## config.mk

```make
export PLATFORM = sky130hd
export DESIGN_NAME = sensor_window_day_and_swing
export DESIGN_NICKNAME = d
export VERILOG_FILES = /design/src/swdas_pkg.sv /design/src/swdas_ram.sv /design/src/swdas_queue.sv /design/src/swdas_back.sv /design/src/sensor_window_day_and_swing.sv
export SDC_FILE = /design/constraint.sdc
export NUM_CORES = 2
export LEC_CHECK = 0
export ABC_CLOCK_PERIOD_IN_PS = 13600
export BUFFER_PORTS_ARGS = -buffer_cell sky130_fd_sc_hd__buf_2
export CAP_MARGIN = 20
export CORE_MARGIN = 5
export CORE_UTILIZATION = 40
export CTS_CLUSTER_SIZE = 28
export DETAILED_ROUTE_END_ITERATION = 12
export SLEW_MARGIN = 10
export SYNTH_ARGS = -nofsm -noshare
export SYNTH_HDL_FRONTEND = slang
export SYNTH_SLANG_ARGS = --single-unit
```

## constraint.sdc

```tcl
create_clock -name clk -period 13.6 [get_ports clk]
set_clock_uncertainty 0.1 [all_clocks]
set_input_delay 2.72 -clock clk [delete_from_list [all_inputs] [get_ports clk]]
set_output_delay 2.72 -clock clk [all_outputs]
set_load 0.005 [all_outputs]
```

## src/swdas_pkg.sv

```systemverilog
// Shared types and constants for the sensor window block (daylight and humidity swing).
// No dependencies; swdas_queue, swdas_back and the top level import this package.
`default_nettype none

package swdas_pkg;

  // Window size default and field widths
  localparam int WINDOW_DEPTH_DEF = 128;
  localparam int LIGHT_W          = 10;
  localparam int HUM_W            = 14;
  localparam int THR_W            = 10;
  localparam int CNT_W            = 4;
  localparam int SUM_W            = 13;   // eight light samples of 10 bits
  localparam int PROD_W           = THR_W + CNT_W;
  localparam int IN_TDATA_W       = 24;
  localparam int OUT_TDATA_W      = 16;
  localparam int CFG_ADDR_W       = 3;
  localparam int CFG_DATA_W       = 32;
  localparam int QUEUE_DEPTH      = 2;

  // Reset values of the history and the registers
  localparam logic [LIGHT_W-1:0] LIGHT_RESET  = 10'd1000;
  localparam logic [THR_W-1:0]   THRESH_RESET = 10'd800;
  localparam logic [CNT_W-1:0]   COUNT_RESET  = 4'd3;
  localparam logic [CNT_W-1:0]   COUNT_MAX    = 4'd8;

  // One sample as packed on the input stream, light in the low bits
  typedef struct packed {
    logic [HUM_W-1:0]   hum;
    logic [LIGHT_W-1:0] light;
  } sample_t;

  // One result as packed on the output stream, daylight in the low bit
  typedef struct packed {
    logic             still_filling;
    logic [HUM_W-1:0] humidity_swing;
    logic             daylight;
  } result_t;

  // Status of the back end seen by the top level
  typedef struct packed {
    logic busy;
    logic window_full;
  } back_stat_t;

  // Back end sequencer states
  typedef enum logic [2:0] {
    BK_IDLE,
    BK_WRITE,
    BK_SCAN,
    BK_TAIL,
    BK_RESULT
  } back_state_t;

  // Configuration register indexes (word address bit 2)
  typedef enum logic {
    REG_THRESH = 1'b0,
    REG_AVG    = 1'b1
  } cfg_reg_t;

endpackage

`default_nettype wire

```

## src/swdas_ram.sv

```systemverilog
// Generic single-write, single-read RAM with registered read data.
// Depends on nothing; used for the light and humidity histories.
`default_nettype none

module swdas_ram #(
  parameter int W     = 8,
  parameter int DEPTH = 128
) (
  input  wire logic                     clk,
  input  wire logic                     we,
  input  wire logic [$clog2(DEPTH)-1:0] waddr,
  input  wire logic [W-1:0]             wdata,
  input  wire logic [$clog2(DEPTH)-1:0] raddr,
  output logic      [W-1:0]             rdata
);

  logic [W-1:0] mem_r [DEPTH];

  // Write one entry, register one read
  always_ff @(posedge clk) begin
    if (we) begin
      mem_r[waddr] <= wdata;
    end
    rdata <= mem_r[raddr];
  end

endmodule

`default_nettype wire

```

## src/swdas_queue.sv

```systemverilog
// Front end: accepts sample requests into a short queue ahead of the back end.
// Depends on swdas_pkg.
`default_nettype none

module swdas_queue (
  input  wire logic              clk,
  input  wire logic              rst_n,
  input  wire logic              in_valid,
  output logic                   in_ready,
  input  wire swdas_pkg::sample_t in_smp,
  output logic                   q_valid,
  input  wire logic              q_ready,
  output swdas_pkg::sample_t     q_smp
);
  import swdas_pkg::*;

  localparam int QW = $clog2(QUEUE_DEPTH);
  localparam int CW = $clog2(QUEUE_DEPTH + 1);

  sample_t        ent_r [QUEUE_DEPTH];
  logic [QW-1:0]  wr_ptr_r, wr_ptr_nxt;
  logic [QW-1:0]  rd_ptr_r, rd_ptr_nxt;
  logic [CW-1:0]  cnt_r, cnt_nxt;
  logic           push, pop;

  assign in_ready = (cnt_r != CW'(QUEUE_DEPTH));
  assign q_valid  = (cnt_r != '0);
  assign q_smp    = ent_r[rd_ptr_r];
  assign push     = in_valid && in_ready;
  assign pop      = q_valid && q_ready;

  // Advance pointers with wrap, track occupancy
  always_comb begin
    wr_ptr_nxt = wr_ptr_r;
    rd_ptr_nxt = rd_ptr_r;
    cnt_nxt    = cnt_r;
    if (push) begin
      wr_ptr_nxt = (wr_ptr_r == QW'(QUEUE_DEPTH - 1)) ? '0 : wr_ptr_r + 1'b1;
    end
    if (pop) begin
      rd_ptr_nxt = (rd_ptr_r == QW'(QUEUE_DEPTH - 1)) ? '0 : rd_ptr_r + 1'b1;
    end
    if (push && !pop) begin
      cnt_nxt = cnt_r + 1'b1;
    end else if (pop && !push) begin
      cnt_nxt = cnt_r - 1'b1;
    end
  end

  always_ff @(posedge clk) begin
    if (!rst_n) begin
      wr_ptr_r <= '0;
      rd_ptr_r <= '0;
      cnt_r    <= '0;
    end else begin
      wr_ptr_r <= wr_ptr_nxt;
      rd_ptr_r <= rd_ptr_nxt;
      cnt_r    <= cnt_nxt;
    end
  end

  // Hold the payload of each queued request
  always_ff @(posedge clk) begin
    if (push) begin
      ent_r[wr_ptr_r] <= in_smp;
    end
  end

endmodule

`default_nettype wire

```

## src/swdas_back.sv

```systemverilog
// Back end: stores a sample, scans the window memories, builds one result.
// Depends on swdas_pkg and swdas_ram.
`default_nettype none

module swdas_back #(
  parameter int WINDOW_DEPTH = swdas_pkg::WINDOW_DEPTH_DEF
) (
  input  wire logic                         clk,
  input  wire logic                         rst_n,
  input  wire logic                         smp_valid,
  output logic                              smp_ready,
  input  wire swdas_pkg::sample_t           smp,
  input  wire logic [swdas_pkg::THR_W-1:0]  day_threshold,
  input  wire logic [swdas_pkg::CNT_W-1:0]  avg_count,
  output logic                              res_valid,
  input  wire logic                         res_ready,
  output swdas_pkg::result_t                res,
  output swdas_pkg::back_stat_t             stat
);
  import swdas_pkg::*;

  localparam int AW = $clog2(WINDOW_DEPTH);
  localparam int FW = $clog2(WINDOW_DEPTH + 1);

  back_state_t        state_r, state_nxt;
  sample_t            cur_r;
  logic [AW-1:0]      ws_r;
  logic [FW-1:0]      fill_r;
  logic [AW-1:0]      cnt_r;
  logic [AW-1:0]      lptr_r;
  logic [CNT_W-1:0]   lrem_r;
  logic [CNT_W-1:0]   n_r;
  logic [CNT_W-1:0]   n_clamp;
  logic               rd_vld_r;
  logic               rd_light_r;
  logic [AW-1:0]      rd_idx_r;
  logic [AW-1:0]      rd_lidx_r;
  logic [SUM_W-1:0]   sum_r;
  logic [HUM_W-1:0]   hmin_r;
  logic [HUM_W-1:0]   hmax_r;
  logic               out_vld_r;
  result_t            res_r;

  logic               take;
  logic               ram_we;
  logic               scan_en;
  logic               load_res;
  logic [LIGHT_W-1:0] light_rd;
  logic [HUM_W-1:0]   hum_rd;
  logic [LIGHT_W-1:0] light_val;
  logic [HUM_W-1:0]   hum_val;
  logic [PROD_W-1:0]  thr_prod;
  result_t            res_nxt;

  // Window memories
  swdas_ram #(.W(LIGHT_W), .DEPTH(WINDOW_DEPTH)) u_light_ram (
    .clk   (clk),
    .we    (ram_we),
    .waddr (ws_r),
    .wdata (cur_r.light),
    .raddr (lptr_r),
    .rdata (light_rd)
  );

  swdas_ram #(.W(HUM_W), .DEPTH(WINDOW_DEPTH)) u_hum_ram (
    .clk   (clk),
    .we    (ram_we),
    .waddr (ws_r),
    .wdata (cur_r.hum),
    .raddr (cnt_r),
    .rdata (hum_rd)
  );

  // Clamp the averaging count to 1..8
  always_comb begin
    if (avg_count == '0) begin
      n_clamp = CNT_W'(1);
    end else if (avg_count > COUNT_MAX) begin
      n_clamp = COUNT_MAX;
    end else begin
      n_clamp = avg_count;
    end
  end

  // Next state
  always_comb begin
    state_nxt = state_r;
    unique case (state_r)
      BK_IDLE:   if (smp_valid) state_nxt = BK_WRITE;
      BK_WRITE:  state_nxt = BK_SCAN;
      BK_SCAN:   if (cnt_r == AW'(WINDOW_DEPTH - 1)) state_nxt = BK_TAIL;
      BK_TAIL:   state_nxt = BK_RESULT;
      BK_RESULT: if (!out_vld_r || res_ready) state_nxt = BK_IDLE;
      default:   state_nxt = BK_IDLE;
    endcase
  end

  // State decoded controls
  always_comb begin
    smp_ready = 1'b0;
    ram_we    = 1'b0;
    scan_en   = 1'b0;
    load_res  = 1'b0;
    unique case (state_r)
      BK_IDLE:   smp_ready = 1'b1;
      BK_WRITE:  ram_we    = 1'b1;
      BK_SCAN:   scan_en   = 1'b1;
      BK_TAIL:   ;
      BK_RESULT: load_res  = !out_vld_r || res_ready;
      default:   ;
    endcase
  end

  assign take = smp_valid && smp_ready;

  always_ff @(posedge clk) begin
    if (!rst_n) begin
      state_r <= BK_IDLE;
    end else begin
      state_r <= state_nxt;
    end
  end

  // Advance write slot and saturating fill count
  always_ff @(posedge clk) begin
    if (!rst_n) begin
      ws_r   <= '0;
      fill_r <= '0;
    end else if (ram_we) begin
      ws_r <= (ws_r == AW'(WINDOW_DEPTH - 1)) ? '0 : ws_r + 1'b1;
      if (fill_r != FW'(WINDOW_DEPTH)) begin
        fill_r <= fill_r + 1'b1;
      end
    end
  end

  // Hold the request and its averaging count
  always_ff @(posedge clk) begin
    if (take) begin
      cur_r <= smp;
      n_r   <= n_clamp;
    end
  end

  // Scan counters: humidity over every slot, light back from the newest
  always_ff @(posedge clk) begin
    if (ram_we) begin
      cnt_r  <= '0;
      lptr_r <= ws_r;
      lrem_r <= n_r;
    end else if (scan_en) begin
      cnt_r <= cnt_r + 1'b1;
      if (lrem_r != '0) begin
        lrem_r <= lrem_r - 1'b1;
        lptr_r <= (lptr_r == '0) ? AW'(WINDOW_DEPTH - 1) : lptr_r - 1'b1;
      end
    end
  end

  // Tag the registered read data
  always_ff @(posedge clk) begin
    if (!rst_n) begin
      rd_vld_r <= 1'b0;
    end else begin
      rd_vld_r <= scan_en;
    end
  end

  always_ff @(posedge clk) begin
    rd_idx_r   <= cnt_r;
    rd_lidx_r  <= lptr_r;
    rd_light_r <= scan_en && (lrem_r != '0);
  end

  // Slots not yet written read as their reset values
  assign light_val = ({{(FW-AW){1'b0}}, rd_lidx_r} < fill_r) ? light_rd : LIGHT_RESET;
  assign hum_val   = ({{(FW-AW){1'b0}}, rd_idx_r} < fill_r) ? hum_rd : '0;

  // Accumulate light sum and humidity extremes
  always_ff @(posedge clk) begin
    if (ram_we) begin
      sum_r <= '0;
    end else if (rd_vld_r) begin
      if (rd_light_r) begin
        sum_r <= sum_r + SUM_W'(light_val);
      end
      if (rd_idx_r == '0) begin
        hmin_r <= hum_val;
        hmax_r <= hum_val;
      end else begin
        if (hum_val < hmin_r) hmin_r <= hum_val;
        if (hum_val > hmax_r) hmax_r <= hum_val;
      end
    end
  end

  // Build the result
  assign thr_prod               = PROD_W'(day_threshold) * PROD_W'(n_r);
  assign res_nxt.daylight       = (PROD_W'(sum_r) > thr_prod);
  assign res_nxt.humidity_swing = hmax_r - hmin_r;
  assign res_nxt.still_filling  = (fill_r != FW'(WINDOW_DEPTH));

  // Output register: hold until taken
  always_ff @(posedge clk) begin
    if (!rst_n) begin
      out_vld_r <= 1'b0;
    end else if (load_res) begin
      out_vld_r <= 1'b1;
    end else if (res_ready) begin
      out_vld_r <= 1'b0;
    end
  end

  always_ff @(posedge clk) begin
    if (load_res) begin
      res_r <= res_nxt;
    end
  end

  assign res_valid        = out_vld_r;
  assign res              = res_r;
  assign stat.busy        = (state_r != BK_IDLE);
  assign stat.window_full = (fill_r == FW'(WINDOW_DEPTH));

endmodule

`default_nettype wire

```

## src/sensor_window_day_and_swing.sv

```systemverilog
// Sensor window top level: daylight from the newest light samples, humidity swing.
// Samples are handled one at a time: the scan of the humidity memory through its single read
// port must finish before the next sample is taken; a two-entry queue accepts up to two
// requests meanwhile.
// Reset (rst_n, synchronous): registers to 800 and 3, queue and output empty; the
// memories are not swept, a fill count marks unwritten slots as their reset values.
`default_nettype none

module sensor_window_day_and_swing #(
  parameter int WINDOW_DEPTH = swdas_pkg::WINDOW_DEPTH_DEF
) (
  input  wire logic                               clk,
  input  wire logic                               rst_n,
  // tdata: light_level[9:0], abs_humidity[23:10]
  input  wire logic                               in_tvalid,
  output logic                                    in_tready,
  input  wire logic [swdas_pkg::IN_TDATA_W-1:0]   in_tdata,
  // tdata: daylight[0], humidity_swing[14:1], still_filling[15]
  output logic                                    out_tvalid,
  input  wire logic                               out_tready,
  output logic      [swdas_pkg::OUT_TDATA_W-1:0]  out_tdata,
  input  wire logic                               cfg_psel,
  input  wire logic                               cfg_penable,
  input  wire logic                               cfg_pwrite,
  input  wire logic [swdas_pkg::CFG_ADDR_W-1:0]   cfg_paddr,
  input  wire logic [swdas_pkg::CFG_DATA_W-1:0]   cfg_pwdata,
  output logic      [swdas_pkg::CFG_DATA_W-1:0]   cfg_prdata,
  output logic                                    cfg_pready
);
  import swdas_pkg::*;

  logic [THR_W-1:0] thr_r;
  logic [CNT_W-1:0] avg_r;
  logic             cfg_wr;
  cfg_reg_t         cfg_sel;
  logic             q_valid;
  logic             q_ready;
  sample_t          q_smp;
  result_t          res;
  back_stat_t       stat;

  // Configuration registers
  assign cfg_pready = 1'b1;
  assign cfg_wr     = cfg_psel && cfg_penable && cfg_pwrite && cfg_pready;
  assign cfg_sel    = cfg_reg_t'(cfg_paddr[2]);

  always_ff @(posedge clk) begin
    if (!rst_n) begin
      thr_r <= THRESH_RESET;
      avg_r <= COUNT_RESET;
    end else if (cfg_wr) begin
      unique case (cfg_sel)
        REG_THRESH: thr_r <= cfg_pwdata[THR_W-1:0];
        REG_AVG:    avg_r <= cfg_pwdata[CNT_W-1:0];
        default:    ;
      endcase
    end
  end

  // Read back the selected register
  always_comb begin
    unique case (cfg_sel)
      REG_THRESH: cfg_prdata = CFG_DATA_W'(thr_r);
      REG_AVG:    cfg_prdata = CFG_DATA_W'(avg_r);
      default:    cfg_prdata = '0;
    endcase
  end

  // Front: queue the sample requests
  swdas_queue u_queue (
    .clk      (clk),
    .rst_n    (rst_n),
    .in_valid (in_tvalid),
    .in_ready (in_tready),
    .in_smp   (sample_t'(in_tdata)),
    .q_valid  (q_valid),
    .q_ready  (q_ready),
    .q_smp    (q_smp)
  );

  // Back: store, scan and report
  swdas_back #(.WINDOW_DEPTH(WINDOW_DEPTH)) u_back (
    .clk           (clk),
    .rst_n         (rst_n),
    .smp_valid     (q_valid),
    .smp_ready     (q_ready),
    .smp           (q_smp),
    .day_threshold (thr_r),
    .avg_count     (avg_r),
    .res_valid     (out_tvalid),
    .res_ready     (out_tready),
    .res           (res),
    .stat          (stat)
  );

  assign out_tdata = OUT_TDATA_W'(res);

  // A queued request taken by the back end makes it busy next cycle
  assert property (@(posedge clk) disable iff (!rst_n)
    (q_valid && q_ready) |=> stat.busy)
    else $error("back end did not start on a taken request");

  // A result that says the window is full needs a full fill count
  assert property (@(posedge clk) disable iff (!rst_n)
    (out_tvalid && !out_tdata[15]) |-> stat.window_full)
    else $error("window reported full before fill count saturated");

  // Reset drops any pending result
  assert property (@(posedge clk)
    !rst_n |=> !out_tvalid)
    else $error("result valid right after reset");

endmodule

`default_nettype wire
```

; Yosys cells after proc, flatten, opt, wreduce, memory -nomap -nowiden
; Memory sizes are Yosys's and may differ from the RTL's. A register that Yosys moved wholly into a read port is not among the register bits.
; Cells that the tools add are included.
[op_classes]
n_lt_le_gt_ge = 6
add_sub_neg = 11
eq_ne = 11
reduce_logical = 32
mul = 1
mux = 34
n_bitwise = 2
[op_table]
columns = cell, count
row1 = $mux 14, 5
row2 = $pmux 32 s2, 1
row3 = $mux 7, 5
row4 = $lt 7x8->1, 2
row5 = $mux 4, 4
row6 = $pmux 3 s5, 1
row7 = $add 7x1->7 const B, 2
row8 = $eq 7x7->1 const B, 2
row9 = $gt 13x14->1, 1
row10 = $gt 14x14->1, 1
row11 = $logic_not 7->1, 2
row12 = $lt 14x14->1, 1
row13 = $mul 10x4->14, 1
row14 = $reduce_bool 2->1, 7
row15 = $sub 14x14->14, 1
row16 = $add 13x10->13, 1
row17 = $mux 1, 12
row18 = $mux 10, 1
row19 = $reduce_and 2->1, 5
row20 = $mux 3, 3
row21 = $reduce_and 3->1, 3
row22 = $add 8x1->8 const B, 1
row23 = $ne 8x8->1 const B, 1
row24 = $logic_and 1x1->1, 7
row25 = 19 further kinds, 27
[word_totals]
word_cells = 124
ff_bits = 132
out_inout_bits = 51
ramBits = 3120
in_bits = 66
n_memories = 3
[mem_list]
columns = memory, depth, width, rd, rd_clocked_by_memory_dff, write_ports, line_no
row1 = u_back.u_hum_ram.mem_r, 128, 14, 1, 1, 1, swdas_ram.sv:17  ; logic [W-1:0] mem_r [DEPTH];
row2 = u_back.u_light_ram.mem_r, 128, 10, 1, 1, 1, swdas_ram.sv:17
row3 = u_queue.ent_r, 2, 24, 1, 1, 1, swdas_queue.sv:20  ; sample_t ent_r [QUEUE_DEPTH];

; Logic depth before layout (Yosys ltp)
[depth]
depth_word = 6
mapped_depth = 20
mapped_depth_nobuf = 19

; By module
; A second synthesis with hierarchy kept.
[unflattened]
cells_unflattened = 5779
hier_area_um2 = 129621.8
[by_module_without_submodules]
columns = mod, seq_area_each_um2, cells_per_inst, area_per_inst_um2, instances
row1 = swdas_ram at u_back.u_hum_ram, 54091.9, 2723, 68848.5, 1
row2 = swdas_ram at u_back.u_light_ram, 38637.1, 1998, 49354.8, 1
row3 = swdas_back, 3593.4, 862, 8588.2, 1
row4 = swdas_queue, 1541.5, 99, 1969.4, 1
row5 = sensor_window_day_and_swing, 280.3, 97, 860.8, 1

; Least setup slack after synthesis
; OpenSTA, ideal clock, no wires.
[synth_path]
path_type = input -> output
start = input cfg_paddr[2] (netlist name)
end = output cfg_prdata[0] (netlist name)
t_arrival_ps = 3372
n_path_buf = 1
required_time_ps = 10780
path_stages = 2
path_slack_ps = 7408
cell_sequence = buf_1 mux2_2
[synth_between]
elab_chain_len = 2
[synth_lines]
columns = item, line_no
row1 = start: declaration, sensor_window_day_and_swing.sv:25  ; input wire logic [swdas_pkg::CFG_ADDR_W-1:0] cfg_paddr,
row2 = $not 1->1 (no line), n/a
row3 = $pmux 32 s2 *, sensor_window_day_and_swing.sv:62  ; unique case (cfg_sel)
row4 = end: declaration, sensor_window_day_and_swing.sv:27  ; output logic [swdas_pkg::CFG_DATA_W-1:0] cfg_prdata,
; Every way passes the cells marked *; elsewhere a longest branch is shown, timed or not. The select of a mux whose other input is x is not followed.

; Worst setup path in the final report
[layout_path]
start = input cfg_paddr[2] (netlist name)
end = output cfg_prdata[2] (netlist name)
; The elaborated chain is that of the path after synthesis.

==> impl_metrics.toml <==
[outcome]
status = "finished clean"

[floorplanning]
initial_utilization = 0.402
die_area_um2 = 335000
coreArea_um2 = 322000
rows = 208
die_h_um = 579
io_pins = 117
die_x_um = 579

[worst_setup_path]
reg2reg_to = "u_back.u_hum_ram.rdata[0]"
rrSetupSlack_ns = 8.06
crit_path_start_kind = "input port"
path_max_fanout = 13
arrival_ns = 3.45
rr_startpoint = "u_back.cnt_r[0]"
reg2reg_depth = 9
required_ns = 10.78
cp-end-kind = "output pin"
criticalPathCategory = "in -> out"

[power]
power_density_nw_per_um2 = 209
leakagePower_uw = 0.0465
finalPower_uw = 30600
peakVddDrop_mv = 0.175

[timing]
hold_viol_final = 0
timing.fmax_mhz = 159
period_share = 0.461
period_needed_ns = 6.27
rsz0062_at_grt = "no"
slew_viol_final = 0
setup_viol = 0
setup_slack_ns = 7.33
tightest_slew_ns = 1.22
max_slew_margin = 0.189
fin_setup_tns_ns = 0

[finish]
area_delta_synth_final_pct = 13.5
fin_nets = 6851
fill_cells = 26800
layout-drive-gt1-share = 0.252

[route]
drt_wl_total_mm = 355
wire_per_inst_um = 31.6
drc = 0
antenna_left = 0
drt_iter0_markers = 8136
first_pass_iters = 6
vias = 65500
viasPerCell = 5.83

[grt]
grt_remaining_overflow = 0
grt_first_pass_wirelength_mm = 500
grt_max_degree = 115
grt_pass1_vias = 65400
antenna_found_initial = 27
grt_use_total = 0.209

[yosys]
synth_xor_area_frac = 0.00345
ys_top_cells_by_count = "edfxtp_1 (3,203), mux4_2 (705), mux2i_1 (288)"
synthAdderAreaFrac = 0.0126
synthFlopType = "edfxtp_1"
muxShareOfSynthArea = 0.150
synth_top_area_share = 0.744
synth-edff-count = 3203
synth_top_family_by_area = "multiplexers"
syn_area_um2 = 129000
syn-mean-instance-area_um2 = 20.6
synthTopCellsByArea = "edfxtp_1 (74%), mux4_2 (12%), mux2i_1 (2.2%)"
synth_compound_area_frac = 0.0323
yosysMostFrequentCell = "edfxtp_1"
ys_ff_latch = 3300
synthArstFlopShare = 0
synth_top_area_cell = "edfxtp_1"
yosys.cell_types.count = 69
synthCells = 6290
ys_warn_count = 0
synth_seq_area_share = 0.759
synth-simple-area-share = 0.0258

[place]
numPortBuffers = 69
hpwl_mm = 208
gp_congestion = 0.834
pre_cts_slack_ns = 7.33

[clock_tree]
cts_buffers = 331
hold_buffers = 0
cts.repair.resized = 0
worstSkewPairLatency_ns = 0.90
cts_tree = "yes"
root_buffer = "clkbuf_16"
cts_sinks = 3300
post_cts_buffers = 0
htree_levels = 5
clk_pin_slew_ns = 0.06
cts_max_path_buffers = 4

[hold_path]
hold_path.startpoint = "u_back.sum_r[12]"
whs_path_depth = 2
min_path_type = "reg -> reg"
whs_endpoint = "u_back.sum_r[12]"

[flow_run]
max-cap-violations = 0
layer usage:
layer | vias to the layer above | share of wire | global-route usage
met3 | 513 | 0.092 | 0.0407
met1 | 35100 | 0.40 | 0.289
met4 | 6 | 0.035 | 0.0716
li1 | 26700 | - | -
met2 | 3200 | 0.47 | 0.334
met5 | - | 0.00011 | 0
area by class of cell:
cell class                 instances  area [µm²]  area share
sequential                      3300       98100       0.669
multi-input combinational       2579       29600       0.201
clock buffer                     415        8700      0.0593
tap                             4305        5390      0.0367
timing repair buffer             362        2720      0.0185
clock inverter                   182        1890      0.0129
inverter                          92         349     0.00238
antenna                            7        17.5    0.000119
stage by stage:
step	std cells	cell area (µm²)	hold slack, ns	utilization
global placement	10600	136000	0.376	0.423
global route	11200	147000	0.397	0.456
finish	11200	147000	0.392	0.456
detailed placement	10600	136000	0.393	0.423
CTS	11200	147000	0.393	0.456
floorplan	6311	129000	0.226	-
layout by cell type, fill, tap and decap left out, types with 77 or more instances in the layout:
| cell | count |
|---|---|
| mux2i_1 | 288 |
| clkbuf_16 | 334 |
| a22oi_1 | 101 |
| ha_1 | 101 |
| dfxtp_1 | 92 |
| nand2_1 | 176 |
| nor2_1 | 107 |
| edfxtp_1 | 3203 |
| a21oi_1 | 114 |
| mux4_2 | 705 |
| inv_1 | 87 |
| buf_4 | 280 |
| o21ai_0 | 106 |
| clkbuf_1 | 77 |
| nor2_2 | 121 |
kinds of logic after synthesis:
logic type                 Yosys count
other                                2
and+or+nand+nor                    715
AOI/OAI and AO/OA                  617
adders and majority gates          119
xor gates and xnor gates            51
buffers and inverters              432
muxes                             1054
DFF                               3300
worst max path at each step:
stage / end / startpoint / slack [ns] / depth (start not counted)
after floorplan: cfg_prdata[0] / cfg_paddr[2] / 7.41 / 2
after global placement: cfg_prdata[0] / cfg_paddr[2] / 7.35 / 3
after detailed placement: cfg_prdata[2] / cfg_paddr[2] / 7.33 / 3
after CTS: cfg_prdata[2] / cfg_paddr[2] / 7.33 / 3
after global routing: cfg_prdata[3] / cfg_paddr[2] / 7.29 / 3
final: cfg_prdata[2] / cfg_paddr[2] / 7.33 / 3
critical path, cell delays in order:
cell and delay [ns]:
buf_2 0.23, mux2_2 0.37, buf_2 0.13
report_power, final:
group	total, µW	internal, µW	switching, µW
clock	8990	5160	3840
combinational	8560	2860	5690
sequential	13100	12800	217
sequential cells by signal, summed over array words and instances, names as in the netlist, 8 cells and up:
signal	cells
u_back.cur_r	24
u_back.u_hum_ram.rdata	14
u_back.u_light_ram.rdata	10
u_back.u_hum_ram.mem_r	1792
u_back.fill_r	8
u_back.sum_r	13
u_back.res	16
u_back.hmax_r	14
u_back.hmin_r	14
u_queue.ent_r	48
u_back.u_light_ram.mem_r	1280
thr_r	10
No activity file was read; power rests on OpenSTA's default activity.
